[config.mk]
export PLATFORM = sky130hd
export DESIGN_NAME = nppw_ctrl
export DESIGN_NICKNAME = d
export VERILOG_FILES = /design/src/rtl/nppw_pkg.sv /design/src/rtl/nppw_ctrl.sv
export SDC_FILE = /design/constraint.sdc
export NUM_CORES = 1
export LEC_CHECK = 0
export BUFFER_PORTS_ARGS = -buffer_cell sky130_fd_sc_hd__clkbuf_2
export CAP_MARGIN = 20
export CORE_AREA = 10 10 47 49
export DETAILED_ROUTE_END_ITERATION = 8
export DIE_AREA = 0 0 57 59
export GPL_TIMING_DRIVEN = 0
export PLACE_DENSITY_LB_ADDON = 0.3
export SYNTH_ARGS = -nofsm -noshare
export SYNTH_HDL_FRONTEND = slang
export SYNTH_SLANG_ARGS = --single-unit
[constraint.sdc]
create_clock -name i_clk -period 2.99 [get_ports i_clk]
set_input_delay 0.4485 -clock i_clk [delete_from_list [all_inputs] [get_ports i_clk]]
set_output_delay 0.4485 -clock i_clk [all_outputs]
set_load 0.1 [all_outputs]
[src/rtl/nppw_pkg.sv]
// Package for the nearest waypoint lookahead window block.
// Holds shared types, constants and the controller state type; no dependencies.
package nppw_pkg;

    localparam int unsigned MAX_POINTS_DEF = 1024;
    localparam int unsigned MIN_SPAN       = 4;
    localparam int unsigned MIN_POINTS     = 5;
    localparam int unsigned CFG_W          = 31;
    localparam int unsigned IDX_W          = 10;
    localparam int unsigned DSQ_W          = 65;
    localparam int unsigned ROOT_W         = 34;
    localparam logic [30:0] WIN_RESET      = 31'd3840;

    // Configuration register indexes.
    localparam logic REG_TRACK_POINTS = 1'b0;
    localparam logic REG_MAX_WINDOW   = 1'b1;

    // Input operation codes.
    localparam logic OP_LOAD  = 1'b0;
    localparam logic OP_QUERY = 1'b1;

    typedef enum logic [3:0] {
        ST_IDLE,
        ST_SCAN_RD,
        ST_SCAN_SQ,
        ST_SCAN_CMP,
        ST_WALK_RD,
        ST_WALK_SQ,
        ST_ROOT,
        ST_ACC,
        ST_FINISH,
        ST_OUT
    } t_state;

    // Commands from the controller to the datapath.
    typedef struct packed {
        logic load_query; // capture position and reset scan
        logic mem_rd;     // read the table at the current pointer
        logic sq_calc;    // register squares of differences
        logic scan_cmp;   // compare against best, advance pointer
        logic walk_init;  // set walk pointer to best and clear length
        logic root_init;  // start square root
        logic root_step;  // one bit of the square root
        logic acc;        // add root to length
        logic finish;     // form window
    } t_cmd;

    // Status from the datapath to the controller.
    typedef struct packed {
        logic scan_last;
        logic walk_done;
        logic root_last;
        logic few;
    } t_sts;

endpackage

[src/rtl/nppw_ctrl.sv]
// Controller state machine for the nearest waypoint lookahead window block.
// Depends on nppw_pkg for the state, command and status types.
module nppw_ctrl (
    input  logic            i_clk,
    input  logic            i_rst_n,
    input  logic            i_valid,
    input  logic            i_op,
    output logic            o_ready,
    output logic            o_valid,
    input  logic            i_ready,
    input  nppw_pkg::t_sts  i_sts,
    output nppw_pkg::t_cmd  o_cmd
);

    nppw_pkg::t_state r_state, n_state;

    // State register.
    always_ff @(posedge i_clk) begin
        if (!i_rst_n) begin
            r_state <= nppw_pkg::ST_IDLE;
        end else begin
            r_state <= n_state;
        end
    end

    // Next state.
    always_comb begin
        n_state = r_state;
        unique case (r_state)
            nppw_pkg::ST_IDLE: begin
                if (i_valid && i_op == nppw_pkg::OP_QUERY) begin
                    n_state = nppw_pkg::ST_SCAN_RD;
                end
            end
            nppw_pkg::ST_SCAN_RD: begin
                n_state = i_sts.few ? nppw_pkg::ST_FINISH : nppw_pkg::ST_SCAN_SQ;
            end
            nppw_pkg::ST_SCAN_SQ:  n_state = nppw_pkg::ST_SCAN_CMP;
            nppw_pkg::ST_SCAN_CMP: begin
                n_state = i_sts.scan_last ? nppw_pkg::ST_WALK_RD : nppw_pkg::ST_SCAN_RD;
            end
            nppw_pkg::ST_WALK_RD: begin
                n_state = i_sts.walk_done ? nppw_pkg::ST_FINISH : nppw_pkg::ST_WALK_SQ;
            end
            nppw_pkg::ST_WALK_SQ: n_state = nppw_pkg::ST_ROOT;
            nppw_pkg::ST_ROOT: begin
                if (i_sts.root_last) begin
                    n_state = nppw_pkg::ST_ACC;
                end
            end
            nppw_pkg::ST_ACC:    n_state = nppw_pkg::ST_WALK_RD;
            nppw_pkg::ST_FINISH: n_state = nppw_pkg::ST_OUT;
            nppw_pkg::ST_OUT: begin
                if (i_ready) begin
                    n_state = nppw_pkg::ST_IDLE;
                end
            end
            default: n_state = nppw_pkg::ST_IDLE;
        endcase
    end

    // Outputs and datapath commands.
    always_comb begin
        o_cmd   = '0;
        o_ready = 1'b0;
        o_valid = 1'b0;
        unique case (r_state)
            nppw_pkg::ST_IDLE: begin
                o_ready          = 1'b1;
                o_cmd.load_query = i_valid && i_op == nppw_pkg::OP_QUERY;
            end
            nppw_pkg::ST_SCAN_RD:  o_cmd.mem_rd = 1'b1;
            nppw_pkg::ST_SCAN_SQ:  o_cmd.sq_calc = 1'b1;
            nppw_pkg::ST_SCAN_CMP: begin
                o_cmd.scan_cmp  = 1'b1;
                o_cmd.walk_init = i_sts.scan_last;
            end
            nppw_pkg::ST_WALK_RD:  o_cmd.mem_rd = 1'b1;
            nppw_pkg::ST_WALK_SQ: begin
                o_cmd.sq_calc   = 1'b1;
                o_cmd.root_init = 1'b1;
            end
            nppw_pkg::ST_ROOT:   o_cmd.root_step = 1'b1;
            nppw_pkg::ST_ACC:    o_cmd.acc = 1'b1;
            nppw_pkg::ST_FINISH: o_cmd.finish = 1'b1;
            nppw_pkg::ST_OUT:    o_valid = 1'b1;
            default: ;
        endcase
    end

`ifndef NO_ASSERTIONS
    // A result is only offered after the window is formed.
    a_out_after_finish: assert property (@(posedge i_clk) disable iff (!i_rst_n)
        $rose(o_valid) |-> $past(r_state) == nppw_pkg::ST_FINISH)
        else $error("result offered without finish");
    // Input is never taken while a result waits.
    a_no_accept_busy: assert property (@(posedge i_clk) disable iff (!i_rst_n)
        !(o_ready && o_valid))
        else $error("ready while result pending");
    // The square root step only runs in its own state.
    a_root_state: assert property (@(posedge i_clk) disable iff (!i_rst_n)
        o_cmd.root_step |-> r_state == nppw_pkg::ST_ROOT)
        else $error("root step outside root state");
`endif

endmodule

==> out/metrics.cfg <==
[run]
maxCapViolCount = 0

[clocking]
cts_made_buffers = 3
cts_buffer_depth = 2
postCtsSetupBuffers = 0
clkTransAtPathRegs_ns = 0.04
cts_max_level = 1
clock-root-buffer = clkbuf_4
ctsHoldBuffers = 0
ctsResizeCount = 0
insertion_delay_ns = 0.23
cts_tree = yes
cts.sinks = 4

[yosys]
async_reset_ff_frac = 0
synth_seq_cells = 4
synthTopCellsByArea = dfxtp_1, a21oi_1, nand2b_1, nor2_1, o21ai_1
synth_edf_count = 0
ys.warnings.count = 0
yosys.area.top_type = dfxtp_1
synth_top_flop_cell = dfxtp_1
yosysUniqueCellTypes = 27
avgSynthCellArea_um2 = 7.13
synth_top_area_frac = 0.212
syn_area_um2 = 378
ys_seq_area_frac = 0.212
synth_common_cells = nor2_1, a21oi_1
syn-num-nets = 62
syn_inst = 53
synth_most_common_cell = nor2_1

[sta]
worstMarginPinSlew_ns = 0.548
drv_slew = 0
finalSetupViolCount = 0
slew_headroom = 0.636
rsz0062_at_grt = false
hold_viol_final = 0
worst_hold_slack_ns = 0.526
period_minus_slack_ns = 2.27
period_share = 0.760
clock_skew_ns = 0.000587
fmax_mhz = 440
fin_setup_tns_ns = 0

[route]
drtPass1Iterations = 4
finalWirelength_um = 1130
route.vias.total = 437
drt_iter0_drc = 7
drc = 0
avgViaCountPerCell = 4.80
drt.antenna.violating_nets = 0
post_drt_wl_per_cell_um = 12.4

[worst_setup_path]
startpoint = r_state[1]
reg2reg_from = r_state[1]
slowest_delay_ns = 0.47
crit_type = flip-flop to output port
worstRegToRegCells = 3
path_cells = clkbuf_1 > nand2_1 > a21oi_1 > clkbuf_2
r2r_slack_ns = 1.72
arrival_ns = 1.82
path_max_fanout = 10
endpoint = o_cmd[6]
cp_num_cells = 4
crit_required_ns = 2.54
crit_family = buffers and inverters
cp-start-kind = flip-flop
r2r-end = r_state[0]
worst_path_max_delay_cell = dfxtp_1
end_kind = output port
cp_num_buf_inv = 2

[worst_hold_path]
hp-class = input port to flip-flop

[die]
start_util = 0.270
pin_count = 20
dieHeight_um = 59
die_area_um2 = 3360
row_count = 14
die_x_um = 57
core_area_um2 = 1400

[cells_and_area]
fin_area_um2 = 536
syn2layout_area_growth_pct = 41.7
fin_nets = 86
top_register = r_state
largest_registers = r_state (4)
diodes = 0
n_fill_cell = 165
layout-drive-gt1-share = 0.400
largest_register_ffs = 4

[placement]
placed_cell_area_um2 = 513
dp_hpwl_um = 880
port_buffers = 19
gp_congestion = 0.744

[power]
p_leak_uw = 0.000265
powerDensity_nw_per_um2 = 739
ir_worst_vdd_uv = 266

[global_routing]
grt_pass1_wl_um = 1980
grt_pass1_vias = 445
grt_max_degree = 11
track_usage = 0.0706
antenna_found_initial = 0
overflow = 0

[outcome]
status = complete, no violations

-- final cells by class --
cell class | instances | area [um^2] | share of cell area
flip-flops and latches | 4 | 80.1 | 0.150
multi-input cells | 44 | 293 | 0.547
inverters | 1 | 3.75 | 0.00701
plain buffers | 4 | 21.3 | 0.0397
repair buffers | 19 | 95.1 | 0.178
well taps | 16 | 20.0 | 0.0374
clock buffers | 3 | 22.5 | 0.0421
-- how the worst min path moves through the flow --
stage	startpoint	end	slack (ns)	cells after the start
global route	i_rst_n	r_state[0]	0.56	3
CTS	i_ready	r_state[3]	0.52	3
detailed placement	r_state[1]	r_state[1]	0.71	2
global placement	r_state[1]	r_state[1]	0.71	2
floorplan	i_rst_n	r_state[1]	0.60	2
finish	i_rst_n	r_state[1]	0.53	3
-- metrics by stage --
step,utilization,total power [uW],cells,worst slack (ns)
after CTS,0.382,401,91,0.699
after global routing,0.382,418,91,0.567
after floorplan,-,293,53,0.0985
final,0.382,396,91,0.718
after global placement,0.366,331,88,0.998
after detailed placement,0.366,333,88,0.961
-- power breakdown --
group	total, uW	leakage, uW	switching (uW)	internal, uW
registers	77.2	0.0000326	15.3	61.8
logic	254	0.000218	189	64.3
clock network	64.6	0.0000138	19.9	44.7
total	396	0.000265	225	171
-- layout by cell type, fill, tap and decap left out, types with 3 or more instances in the layout --
cell and instances:
clkbuf_2 19, a21oi_1 5, clkbuf_4 3, nand2b_1 4, nand2_1 4, o21ai_1 4
dfxtp_1 4, nor2_1 6
-- worst reg2reg max path, cell delays in order, from the launching register on --
cell and delay, ns:
dfxtp_1 0.47, clkbuf_1 0.40, o21a_1 0.20, o31ai_1 0.08
-- routing by layer --
layer / global-route usage / share of wire / up-vias
met5: 0 / 0 / -
met4: 0.0403 / 0 / 0
met3: 0.0193 / 0.049 / 0
met2: 0.101 / 0.45 / 12
met1: 0.0921 / 0.50 / 193
li1: - / - / 232
-- kinds of logic (layout without fill, tap and decap cells) --
logic type             after synthesis  count (layout)  share of synthesized area
AND/OR/NAND/NOR                     29              29                      0.460
buffers and inverters                5              27                     0.0662
AO/OA/AOI/OAI                       13              13                      0.209
XOR/XNOR                             1               1                     0.0232
multiplexers                         1               1                     0.0298
flip-flops                           4               4                      0.212
No activity file was read; power rests on OpenSTA's default activity.
